[config.mk]
export PLATFORM = sky130hd
export DESIGN_NAME = ccmp_target
export DESIGN_NICKNAME = d
export VERILOG_FILES = /design/src/ccmp_pkg.sv /design/src/ccmp_target.sv
export SDC_FILE = /design/constraint.sdc
export NUM_CORES = 1
export LEC_CHECK = 0
export BUFFER_PORTS_ARGS = -buffer_cell sky130_fd_sc_hd__buf_2
export CORE_MARGIN = 2
export CORE_UTILIZATION = 40
export DETAILED_ROUTE_END_ITERATION = 10
export GPL_TIMING_DRIVEN = 0
export PLACE_DENSITY = 0.75
export SYNTH_ARGS = -nofsm -noshare
export SYNTH_HDL_FRONTEND = slang
export SYNTH_SLANG_ARGS = --single-unit
export TNS_END_PERCENT = 30
[constraint.sdc]
create_clock -name vclk -period 7.1
set_input_delay 1.42 -clock vclk [all_inputs]
set_output_delay 1.42 -clock vclk [all_outputs]
set_load 0.005 [all_outputs]
[src/ccmp_pkg.sv]
// Package for the clipped mask compositor: command, blend mode and register
// codes, field widths and default sizes. No dependencies.
package ccmp_pkg;

    localparam int LEVEL_W     = 5;
    localparam int LEVEL_MAX   = 31;
    localparam int TINT_W      = 12;
    localparam int WORD_W      = 16;
    localparam int LEVEL_SHIFT = 12;
    localparam int COORD_W     = 8;
    localparam int SIZE_W      = 9;
    localparam int OFFS_W      = 10;
    localparam int CFG_IDX_W   = 3;
    localparam int CFG_DATA_W  = 12;

    localparam int DEF_MAX_WIDTH  = 256;
    localparam int DEF_MAX_HEIGHT = 256;

    typedef enum logic [1:0] {
        CMD_LOAD  = 2'd0,
        CMD_BLEND = 2'd1,
        CMD_READ  = 2'd2,
        CMD_NOP   = 2'd3
    } t_cmd;

    typedef enum logic [1:0] {
        MODE_COPY = 2'd0,
        MODE_ADD  = 2'd1,
        MODE_SUB  = 2'd2
    } t_mode;

    typedef enum logic [CFG_IDX_W-1:0] {
        REG_DEST_WIDTH  = 3'd0,
        REG_DEST_HEIGHT = 3'd1,
        REG_OFFSET_X    = 3'd2,
        REG_OFFSET_Y    = 3'd3,
        REG_BLEND_MODE  = 3'd4,
        REG_TINT_COLOR  = 3'd5
    } t_reg_idx;

    // Placement settings handed from the register bank to the target unit.
    typedef struct packed {
        logic [SIZE_W-1:0]        dest_width;
        logic [SIZE_W-1:0]        dest_height;
        logic signed [OFFS_W-1:0] offset_x;
        logic signed [OFFS_W-1:0] offset_y;
    } t_place_cfg;

endpackage

[src/ccmp_target.sv]
// Target unit of the clipped mask compositor: resolves the destination pixel
// of a command, clips it against the size in use and forms the mask address.
// Depends on ccmp_pkg.
module ccmp_target #(
    parameter int MAX_WIDTH  = ccmp_pkg::DEF_MAX_WIDTH,
    parameter int MAX_HEIGHT = ccmp_pkg::DEF_MAX_HEIGHT,
    parameter int AW         = 16
) (
    input  ccmp_pkg::t_cmd                  i_cmd,
    input  logic [ccmp_pkg::COORD_W-1:0]    i_col,
    input  logic [ccmp_pkg::COORD_W-1:0]    i_row,
    input  ccmp_pkg::t_place_cfg            i_cfg,
    output logic                            o_clip,
    output logic [AW-1:0]                   o_addr
);
    import ccmp_pkg::*;

    localparam int WCAP = (MAX_WIDTH > 511) ? 511 : MAX_WIDTH;
    localparam int HCAP = (MAX_HEIGHT > 511) ? 511 : MAX_HEIGHT;
    localparam int PW   = AW + SIZE_W + 1;

    logic [SIZE_W-1:0]   eff_w;
    logic [SIZE_W-1:0]   eff_h;
    logic signed [10:0]  x;
    logic signed [10:0]  y;
    logic                in_dest;
    logic [PW-1:0]       lin;

    always_comb begin
        eff_w = (i_cfg.dest_width  < SIZE_W'(WCAP)) ? i_cfg.dest_width  : SIZE_W'(WCAP);
        eff_h = (i_cfg.dest_height < SIZE_W'(HCAP)) ? i_cfg.dest_height : SIZE_W'(HCAP);

        // Blends are placed by the signed offset; loads and reads address directly.
        if (i_cmd == CMD_BLEND) begin
            x = $signed({3'b000, i_col}) + {i_cfg.offset_x[OFFS_W-1], i_cfg.offset_x};
            y = $signed({3'b000, i_row}) + {i_cfg.offset_y[OFFS_W-1], i_cfg.offset_y};
        end else begin
            x = $signed({3'b000, i_col});
            y = $signed({3'b000, i_row});
        end

        in_dest = (x >= 0) && (y >= 0) &&
                  (x < $signed({2'b00, eff_w})) && (y < $signed({2'b00, eff_h}));
        o_clip  = (i_cmd != CMD_NOP) && !in_dest;

        // Rows are MAX_WIDTH entries apart; the product is by a constant.
        lin    = PW'(y[SIZE_W-1:0]) * PW'(MAX_WIDTH) + PW'(x[SIZE_W-1:0]);
        o_addr = lin[AW-1:0];
    end

endmodule

# Word-level counts from Yosys, hierarchy flattened
# Cells that the tools add are included.
totals:
  elab_cells: 20
  memories: 0
  output_inout_bits: 17
  register_bits: 0
  latch_bits: 0
  inputBits: 56
  romBits: 0
  ramBits: 0
classes:
  reduce_logical: 5
  bitwise_logic: 0
  n_addsub: 3
  div_mod_pow: 0
  shift: 0
  muxes: 4
  magnitude_cmp: 6
  n_mul: 0
  eq_ne: 2
ops:
  columns: ["operator", "count"]
  rows:
  - ["9-bit by 10-bit adder with 11-bit output", 2]
  - ["11-bit by 1-bit greater-or-equal comparator with 1-bit output, second input constant", 2]
  - ["11-bit by 10-bit less-than comparator with 1-bit output", 2]
  - ["11-bit two-way mux", 2]
  - ["9-bit less-than comparator, second input constant", 2]
  - ["9-bit two-way mux", 2]
  - ["16-bit by 9-bit adder with 16-bit output", 1]
  - ["1-bit logical AND", 4]
  - ["2-bit by 1-bit == test with 1-bit output, second input constant", 1]
  - ["2-bit inequality test, second input constant", 1]
  - ["1-bit logical NOT", 1]

# Depth between registers and ports, before layout
# Gate-level depths: netlist of run 1.
depth:
  word_depth: 8
  ltp_mapped: 16
  ltp_nobuf: 16

# Worst setup path before layout of run 1
# No wires, ideal clock.
synth_path:
  kind: "in2out"
  start: "input i_row[0] (netlist bit)"
  end: "output o_clip"
  path_buffers: 0
  path_stages: 15
  arrival_time_ns: 4.225
  path_slack_ns: 1.455
  t_required_ns: 5.680
  cell_sequence: "ha_1 fa_1 a21o_2 a41oi_1 and3_4 xor2_1 o21ai_1 ha_1 a211oi_1 nand2_1 o22a_1 o31ai_1 nand3_1 o311ai_1 o31ai_1"
synth_via:
  elab_chain_len: 8
  elab_cells_between_ends: 9
  classes_between: "1 x add/sub; 2 x order compare; 1 x mux; 5 x reduce/logical"
synth_lines:
  columns: ["element", "line_no", "rtl"]
  rows:
  - ["start, declared", "ccmp_target.sv:11", "input logic [ccmp_pkg::COORD_W-1:0] i_row,"]
  - ["9-bit by 10-bit adder with 11-bit output", "ccmp_target.sv:36", "y = $signed({3'b000, i_row}) + {i_cfg.offset_y[OFFS_W-1], i_cfg.offset_y};"]
  - ["11-bit two-way mux (*)", "ccmp_target.sv:34", "if (i_cmd == CMD_BLEND) begin"]
  - ["11-bit by 1-bit greater-or-equal comparator with 1-bit output", "ccmp_target.sv:42", "in_dest = (x >= 0) && (y >= 0) &&"]
  - ["1-bit logical AND (2 in series)", "ccmp_target.sv:42", null]
  - ["1-bit logical AND (*)", "ccmp_target.sv:43", "(x < $signed({2'b00, eff_w})) && (y < $signed({2'b00, eff_h}));"]
  - ["1-bit logical NOT (*)", "ccmp_target.sv:44", "o_clip = (i_cmd != CMD_NOP) && !in_dest;"]
  - ["1-bit logical AND (*)", "ccmp_target.sv:44", null]
  - ["end, declared", "ccmp_target.sv:13", "output logic o_clip,"]
# Mark *: on every way between the ends. The rest lies on a longest branch, timed or not.

# Worst setup path in the final report of run 1
# Same ends and word-level chain as after synthesis.

==> out/results.ini, run 1 <==
[yosys]
seq_area_frac_synth = 0
synthCells = 215
synth_warnings = 0
ys_types = 48
synthesis.area_mm2 = 0.00151
synth_nets = 304
avgSynthCellArea_um2 = 7.01

[floorplanning]
die_x_um = 65.4
rows = 22
die_area_mm2 = 0.00427
pin_count = 73
coreArea_mm2 = 0.00363
die_y_um = 65.4
start_util = 0.415

[drt]
drt_iter0_markers = 97
wl_met2_um = 2090
vias_per_cell = 5.34
dr.max_layer_used = met3
ant_nets = 0
drt_pass1_iterations = 4
drt-total-wl_um = 4260
wl_met1_um = 1970
route.met3.wl_um = 194
num_vias = 1795
drc = 0
avgRoutedWirePerCell_um = 12.7

[cells_and_area]
drive_gt1_frac = 0.285
fin_cells = 336
clock_buffers = 0
regArea_um2 = 0
multiInputGateArea_mm2 = 0.00146
diodes = 0
area_growth_pct = 28.2
seq_cells = 0
nNetsFinal = 379
fillCellCount = 398

[worst_setup_path]
path_delay_family = compound AO/OA/AOI/OAI gates
cp_num_buf_inv = 2
cp-start-kind = primary input
cp_max_fo = 3
worst_setup_path_end_kind = output port
cp_cell_sequence = buf_2 -> ha_1 -> fa_1 -> a21o_2 -> a41oi_1 -> and3_4 -> xor2_1 -> o21ai_1 -> ha_1 -> a211oi_1 -> nand2_1 -> o31ai_1 -> nand3_1 -> o311ai_1 -> o31ai_1 -> buf_2
critPathCapture = o_clip
slowest_stage = fa_1
startpoint = i_row[0]
crit_type = primary input to output port
crit_required_ns = 5.68
cpPeakStageDelay_ns = 0.43
arrival_ns = 4.89
cp.depth = 16

[grt]
track_usage = 0.195
grt_max_degree = 11
grt-ovfl-total = 0
grt_pass1_vias = 1669
antenna_found_initial = 0
grt_pass1_wl_um = 6890

[clocking]
holdBufCountCts = 0
postCtsSetupBuffers = 0
cts.repair.resized = 0

[timing]
fmax_mhz = 159
setup_viol_count_final = 0
layout_min_cycle_time_ns = 6.31
finalSetupTns_ns = 0
drv_slew = 0
rsz0062_at_grt = no
maxSlewHeadroom = 0.627
tightest_slew_ns = 0.554
hold_viol = 0
fin_crit_sh = 0.888

[min_path]
hold_class = primary input to output port

[power]
power.density_mw_per_mm2 = 81.9
leakagePower_nw = 0.974
vdd_drop_max_v = 0.0000396

[outcome]
status = complete, no violations

[place]
placed_cells = 336
routabilityCongestion = 0.860
dp.final_hpwl_um = 3700
io_buffers = 73

[flow_run]
drv_cap = 0

synth_stat cells, drive strengths merged, types with 2 or more instances:
library cell / instances / area share
a211oi: 3 / 0.015
a21o: 5 / 0.026
a21oi: 11 / 0.037
a31oi: 2 / 0.012
a41oi: 2 / 0.012
clkbuf: 2 / 0.0050
clkinv: 2 / 0.0050
fa: 2 / 0.027
ha: 31 / 0.26
inv: 6 / 0.015
mux2: 2 / 0.015
nand2: 45 / 0.11
nand2b: 2 / 0.0083
nand3: 6 / 0.020
nand3b: 3 / 0.015
nand4: 2 / 0.0083
nand4b: 2 / 0.012
nor2: 12 / 0.030
nor2b: 5 / 0.021
nor3: 2 / 0.0066
o2111ai: 2 / 0.012
o21a: 4 / 0.020
o21ai: 21 / 0.070
o22ai: 2 / 0.0083
o31a: 2 / 0.012
o31ai: 2 / 0.010
xnor2: 9 / 0.057
xor2: 10 / 0.058
power breakdown:
group          switching [W]  total (W)  internal (W)  leakage, nW
Combinational      0.0000837   0.000158     0.0000745        0.974
Clock                      0          0             0            0
Sequential                 0          0             0            0
Total              0.0000837   0.000158     0.0000745        0.974
metal layers:
metal / GRT usage / vias to the layer above
met5: 0 / -
met4: 0.0130 / 0
met3: 0 / 0
met2: 0.371 / 47
met1: 0.256 / 801
li1: - / 947
tightest hold or removal path: cells and delay by family:
kind | cells | cell delay [ns]
buf+inv | 2 | 0.19
mux | 1 | 0.15
final cells by class:
class	instances	share of cell area
tap	48	0.0311
buffer	3	0.00648
multi-input combinational	204	0.758
timing repair buffer	73	0.189
inverter	8	0.0155
per-stage QoR:
step            util  hold WS (ns)  instance area (µm²)  setup WS, ns  power (W)
3_5_place_dp   0.532          3.18                 1930         0.820   0.000157
5_1_grt        0.532          3.19                 1930         0.513   0.000178
6_report       0.532          3.18                 1930         0.795   0.000158
4_1_cts        0.532          3.18                 1930         0.775   0.000158
2_1_floorplan      -          2.94                 1510          1.46   0.000106
3_3_place_gp   0.532          3.17                 1930         0.863   0.000153
layout by cell type, fill, tap and decap left out, types with 2 or more instances in the layout:
cell and count:
a211oi_1 3, a21o_1 4, a21oi_1 11, a41oi_1 2, buf_2 74, clkbuf_1 2, clkinv_1 2, fa_1 2
ha_1 31, inv_1 6, mux2_2 2, nand2_1 45, nand2b_1 2, nand3_1 6, nand3b_1 3, nand4_1 2
nand4b_1 2, nor2_1 12, nor2b_1 5, nor3_1 2, o2111ai_1 2, o21a_1 4, o21ai_0 19, o21ai_1 2
o22ai_1 2, o31a_1 2, o31ai_1 2, xnor2_1 8, xor2_1 10
worst min-delay path by stage:
stage / startpoint / endpoint / slack, ns / depth (start not counted)
floorplan: i_row[0] / o_addr[8] / 2.94 / 2
global placement: i_col[0] / o_addr[0] / 3.17 / 3
detailed placement: i_col[0] / o_addr[0] / 3.18 / 3
CTS: i_col[0] / o_addr[0] / 3.18 / 3
global route: i_col[0] / o_addr[0] / 3.19 / 3
finish: i_col[0] / o_addr[0] / 3.18 / 3
kinds of logic after synthesis:
group,count (synthesis),share of synthesized area
simple gates,83,0.257
compound gates,66,0.293
buf+inv,11,0.0282
fa+ha+maj,33,0.284
mux,3,0.0216
xor+xnor,19,0.115
Note: power is estimated with default switching activity, not from simulation.
==> inputs of run 2 (changes only) <==
- ABC_AREA: default -> 1
- PLACE_DENSITY: 0.75 -> 0.72
- RECOVER_POWER: default -> 50
- SKIP_LAST_GASP: default -> 1
==> run 2 against run 1 <==
Fmax is 12% higher. Die area is 21% higher. Via count is 21% higher. Worst hold slack worse by 0.0055 ns. Largest cell class unchanged. Non-clock buffer count stayed put.
==> out/results.ini, run 2 <==
[grt]
grt_pass1_vias = 1896
grt_pass1_wl_um = 7730
grt-ovfl-total = 0
grt_max_degree = 11
track_usage = 0.180
antenna_found_initial = 0

[worst_setup_path]
arrival_ns = 4.19
cpPeakStageDelay_ns = 0.40
worst_setup_path_end_kind = output port
crit_required_ns = 5.68
cp_cell_sequence = buf_2 -> ha_1 -> fa_1 -> nand2_1 -> nand3_1 -> nand3_1 -> a21oi_1 -> a21oi_1 -> o21ai_0 -> nand2_1 -> inv_1 -> ha_1 -> inv_1 -> nor3_1 -> nor3_1 -> nand2_1 -> nand2_1 -> nand3_1 -> nand2_1 -> nand2_1 -> nor2_1 -> nor2_1 -> buf_2
crit_type = primary input to output port
cpMostUsedCell = nand2_1
cp-start-kind = primary input
slowest_stage = fa_1
cp_max_fo = 4
startpoint = i_row[0]
critPathCapture = o_clip

[drt]
drt_pass1_iterations = 4
drt_iter0_markers = 50
vias_per_cell = 4.77
drt-total-wl_um = 4760
ant_nets = 0
num_vias = 2171
drc = 0
avgRoutedWirePerCell_um = 10.5

[timing]
layout_min_cycle_time_ns = 5.61
setup_slack_ns = 1.49
finalSetupTns_ns = 0
fmax_mhz = 178
hold_viol = 0
maxSlewHeadroom = 0.781
drv_slew = 0
fin_crit_sh = 0.789
tightest_slew_ns = 0.327
rsz0062_at_grt = no
setup_viol_count_final = 0

[yosys]
synthTopCellsByArea = nand2_1 24%, ha_1 21%, inv_1 10%
avgSynthCellArea_um2 = 5.57
synthTopCellsByCount = 117 x nand2_1, 51 x inv_1, 31 x ha_1
seq_area_frac_synth = 0
synthMuxAreaShare = 0
yosysTopAreaCell = nand2_1
synth_top_family_by_area = simple AND/OR/NAND/NOR gates
synth_compound_area_frac = 0.131
yosysMostFrequentCell = nand2_1
yosys.area_share.adder = 0.233
synthCells = 330
ys_types = 36
synthesis.area_mm2 = 0.00184
synth_nets = 419
synth-simple-area-share = 0.467
synth_top_area_frac = 0.239
synth_warnings = 0
synthXorXnorAreaFrac = 0.0429

[place]
io_buffers = 73
dp.final_hpwl_um = 4240
place_area_mm2 = 0.00227
post-place-ws_ns = 1.49
routabilityCongestion = 0.873

[cells_and_area]
final_cell_mix = 118 x nand2_1, 69 x buf_2, 51 x inv_1, 31 x ha_1, 26 x nand3_1
fillCellCount = 473
drive_gt1_frac = 0.228
diodes = 0
seq_cells = 0
clock_buffers = 0
postLayoutCellArea_mm2 = 0.00226
nNetsFinal = 494
final_common_cell = nand2_1
area_growth_pct = 22.9
regArea_um2 = 0

[clocking]
holdBufCountCts = 0
postCtsSetupBuffers = 0
cts.repair.resized = 0

[flow_run]
drv_cap = 0

[min_path]
hold_class = primary input to output port

[power]
leakagePower_nw = 1.38
power.density_mw_per_mm2 = 74.4
vdd_drop_max_v = 0.0000313

[floorplanning]
die_y_um = 71.8
start_util = 0.419
rows = 24
pin_count = 73
die_area_mm2 = 0.00515
coreArea_mm2 = 0.00438
die_x_um = 71.8

[outcome]
status = complete, no violations

-- run 2: cell types whose count changed after synthesis, moves of 4 or more --
cell | before | now
a21oi_1 | 11 | 17
inv_1 | 6 | 51
nand2_1 | 45 | 117
nand2_2 | 0 | 5
nand3_1 | 6 | 26
nor2_1 | 12 | 23
nor2b_1 | 5 | 0
o21a_1 | 4 | 0
o21ai_0 | 19 | 10
xnor2_1 | 8 | 3
xor2_1 | 10 | 6
-- run 2: routing by layer --
layer | track usage | vias up | share of wire | wire, µm
li1 | - | 1201 | - | -
met1 | 0.237 | 919 | 0.48 | 2270
met2 | 0.331 | 45 | 0.47 | 2230
met3 | 0.00985 | 6 | 0.042 | 202
met4 | 0.0210 | 0 | 0.011 | 51
met5 | 0 | - | 0 | 0
-- run 2: worst min path at each step --
stage / to / slack, ns / cells past startpoint / from
after global routing: o_addr[5] / 3.19 / 4 / i_col[5]
after CTS: o_addr[0] / 3.16 / 4 / i_col[0]
final: o_addr[5] / 3.17 / 4 / i_col[5]
after global placement: o_addr[0] / 3.15 / 4 / i_col[0]
after floorplan: o_clip / 2.95 / 3 / i_cmd[1]
after detailed placement: o_addr[0] / 3.16 / 4 / i_col[0]
-- run 2: kinds of logic after synthesis --
| kind of cell | after synthesis |
|---|---|
| adder cells (fa/ha/maj) | 33 |
| AND/OR/NAND/NOR | 191 |
| buffers and inverters | 59 |
| XOR/XNOR | 9 |
| AO/OA/AOI/OAI | 38 |
-- run 2: power breakdown --
| group | internal (W) | switching (W) |
|---|---|---|
| clock network | 0 | 0 |
| registers | 0 | 0 |
| logic | 0.0000708 | 0.0000971 |
-- run 2: area by class of cell --
type,count,area [µm²],share of cell area
Buffer,3,21.3,0.00942
Multi-Input combinational cell,271,1600,0.710
Timing Repair Buffer,73,358,0.159
Inverter,56,210,0.0931
Tap cell,52,65.1,0.0288
-- run 2: worst max-delay path, delay by kind of cell --
| family | cells | cell delay [ns] |
|---|---|---|
| AO/OA/AOI/OAI | 3 | 0.31 |
| adder cells (fa/ha/maj) | 3 | 0.96 |
| AND/OR/NAND/NOR | 13 | 1.14 |
| buffers and inverters | 4 | 0.37 |
-- run 2: through the flow --
stage | power, W | util | hold WS, ns | instances
finish | 0.000168 | 0.515 | 3.17 | 455
global route | 0.000193 | 0.515 | 3.19 | 455
CTS | 0.000170 | 0.517 | 3.16 | 455
detailed placement | 0.000169 | 0.517 | 3.16 | 455
global placement | 0.000165 | 0.517 | 3.15 | 455
floorplan | 0.000117 | - | 2.95 | 330
==> inputs of run 3 (changes only) <==
- ABC_AREA: 1 -> 0
- PLACE_DENSITY: 0.72 -> 0.75
- clock period: 7.1 -> 5.4 ns (I/O delays scaled with it)
==> run 3 against run 2 <==
Power up 34%. Clock-buffer cell count stayed put. Global-route usage is 1.9 points higher. Via count shrank 15%. Worst setup slack got worse by 1.4 ns. Critical path depth decreased by 6. First-iteration DRC count grew to 2.7 times the previous value. Sequential share of layout area stayed put. Combinational power rose by 34%. Cell count decreased by 26%. Critical endpoint unchanged.
==> out/results.ini, run 3 (synthesis results as in run 1) <==
[power]
vdd_drop_max_v = 0.0000513
leakagePower_nw = 0.990
power.density_mw_per_mm2 = 111
finalPower_w = 0.000225

[place]
placed_cells = 336
place_area_mm2 = 0.00193
routabilityCongestion = 0.860
dp.final_hpwl_um = 3700
io_buffers = 73

[floorplanning]
coreArea_mm2 = 0.00363
die_y_um = 65.4
start_util = 0.415
pin_count = 73
die_x_um = 65.4
rows = 22
die_area_mm2 = 0.00427

[timing]
maxSlewHeadroom = 0.620
drv_slew = 0
tightest_slew_ns = 0.564
setup_viol_count_final = 0
fin_crit_sh = 0.986
finalSetupTns_ns = 0
layout_min_cycle_time_ns = 5.33
hold_viol = 0
fmax_mhz = 188

[grt]
grt_pass1_vias = 1693
track_usage = 0.199
grt_max_degree = 11
grt_pass1_wl_um = 7010
grt-ovfl-total = 0
antenna_found_initial = 0

[cells_and_area]
drive_gt1_frac = 0.317
diodes = 0
clock_buffers = 0
final_cell_mix = 69 x buf_2, 45 x nand2_1, 30 x ha_1, 17 x o21ai_0, 12 x nor2_1
postLayoutCellArea_mm2 = 0.00202
fin_cells = 338
nNetsFinal = 381
area_growth_pct = 34.3
final_common_cell = buf_2
regArea_um2 = 0
utilization = 0.557
seq_cells = 0

[drt]
drc = 0
vias_per_cell = 5.47
ant_nets = 0
avgRoutedWirePerCell_um = 13.1
num_vias = 1848
drt-total-wl_um = 4410
drt_iter0_markers = 133
drt_pass1_iterations = 4

[flow_run]
drv_cap = 0

[min_path]
hold_depth = 3
min_to = o_addr[0]
hold_class = primary input to output port
hold_start = i_col[0]

[worst_setup_path]
cpPeakStageDelay_ns = 0.38
arrival_ns = 4.25
crit_type = primary input to output port
slowest_stage = fa_2
cp-start-kind = primary input
cp_cell_sequence = buf_2 -> ha_4 -> fa_2 -> a21o_4 -> a41oi_2 -> and3_4 -> xor2_2 -> o21ai_2 -> ha_1 -> a211oi_2 -> nand2_1 -> o22a_1 -> o31ai_4 -> nand3_2 -> o311ai_2 -> o31ai_1 -> buf_2
worst_setup_path_end_kind = output port
cp_max_fo = 3
crit_required_ns = 4.32
cpMostUsedCell = buf_2

[outcome]
status = complete, no violations

## run 3: cell types whose count changed in the layout (fill, tap and decap cells not counted), sizes merged, moves of 5 or more
cell	delta
nor2	-14
inv	-48
a21oi	-7
nor2b	+5
nand2	-77
o21ai	+8
nand3	-23
xnor2	+6
## run 3: what timing repair did
action,in CTS,in global routing
hold buffers,0,0
resized for setup,7,12
endpoints found under the setup margin,1,1
pin swaps,1,12
setup buffers,0,2
## run 3: worst max path at each step
stage	from	to	slack, ns	depth (start not counted)
2_1_floorplan	i_row[0]	o_clip	0.44	15
3_3_place_gp	i_row[0]	o_clip	-0.16	16
3_5_place_dp	i_row[0]	o_clip	-0.20	16
4_1_cts	i_row[0]	o_clip	0.02	17
5_1_grt	i_row[0]	o_clip	-0.04	18
6_report	i_row[0]	o_clip	0.07	17
## run 3: area by class of cell
| type | count | area [µm²] |
|---|---|---|
| Buffer | 3 | 15.0 |
| Multi-Input combinational cell | 204 | 1540 |
| Fill cell | 385 | 1610 |
| Inverter | 8 | 30.0 |
| Timing Repair Buffer | 75 | 374 |
| Tap cell | 48 | 60.1 |
## run 3: per-layer routing
metal / up-vias / track usage / wire, µm / share of wire
met3: 0 / 0 / 222 / 0.050
met2: 58 / 0.386 / 2260 / 0.51
met5: - / 0 / 0 / 0
li1: 948 / - / - / -
met1: 842 / 0.256 / 1930 / 0.44
met4: 0 / 0.0104 / 0 / 0
## run 3: worst max-delay path, delay by kind of cell
family | cells | cell delay [ns]
AND/OR/NAND/NOR | 3 | 0.47
adder cells (fa/ha/maj) | 3 | 0.86
AO/OA/AOI/OAI | 8 | 1.41
buffers and inverters | 2 | 0.27
XOR/XNOR | 1 | 0.15
## run 3: where the power goes
| group | internal (W) | leakage (nW) | switching (W) |
|---|---|---|---|
| Sequential | 0 | 0 | 0 |
| Combinational | 0.000106 | 0.990 | 0.000119 |
| Clock | 0 | 0 | 0 |
## run 3: stage by stage
stage | setup WS, ns | hold WS (ns)
3_5_place_dp | -0.200 | 2.50
5_1_grt | -0.0435 | 2.51
6_report | 0.0742 | 2.50
2_1_floorplan | 0.435 | 2.26
4_1_cts | 0.0200 | 2.50
3_3_place_gp | -0.157 | 2.49
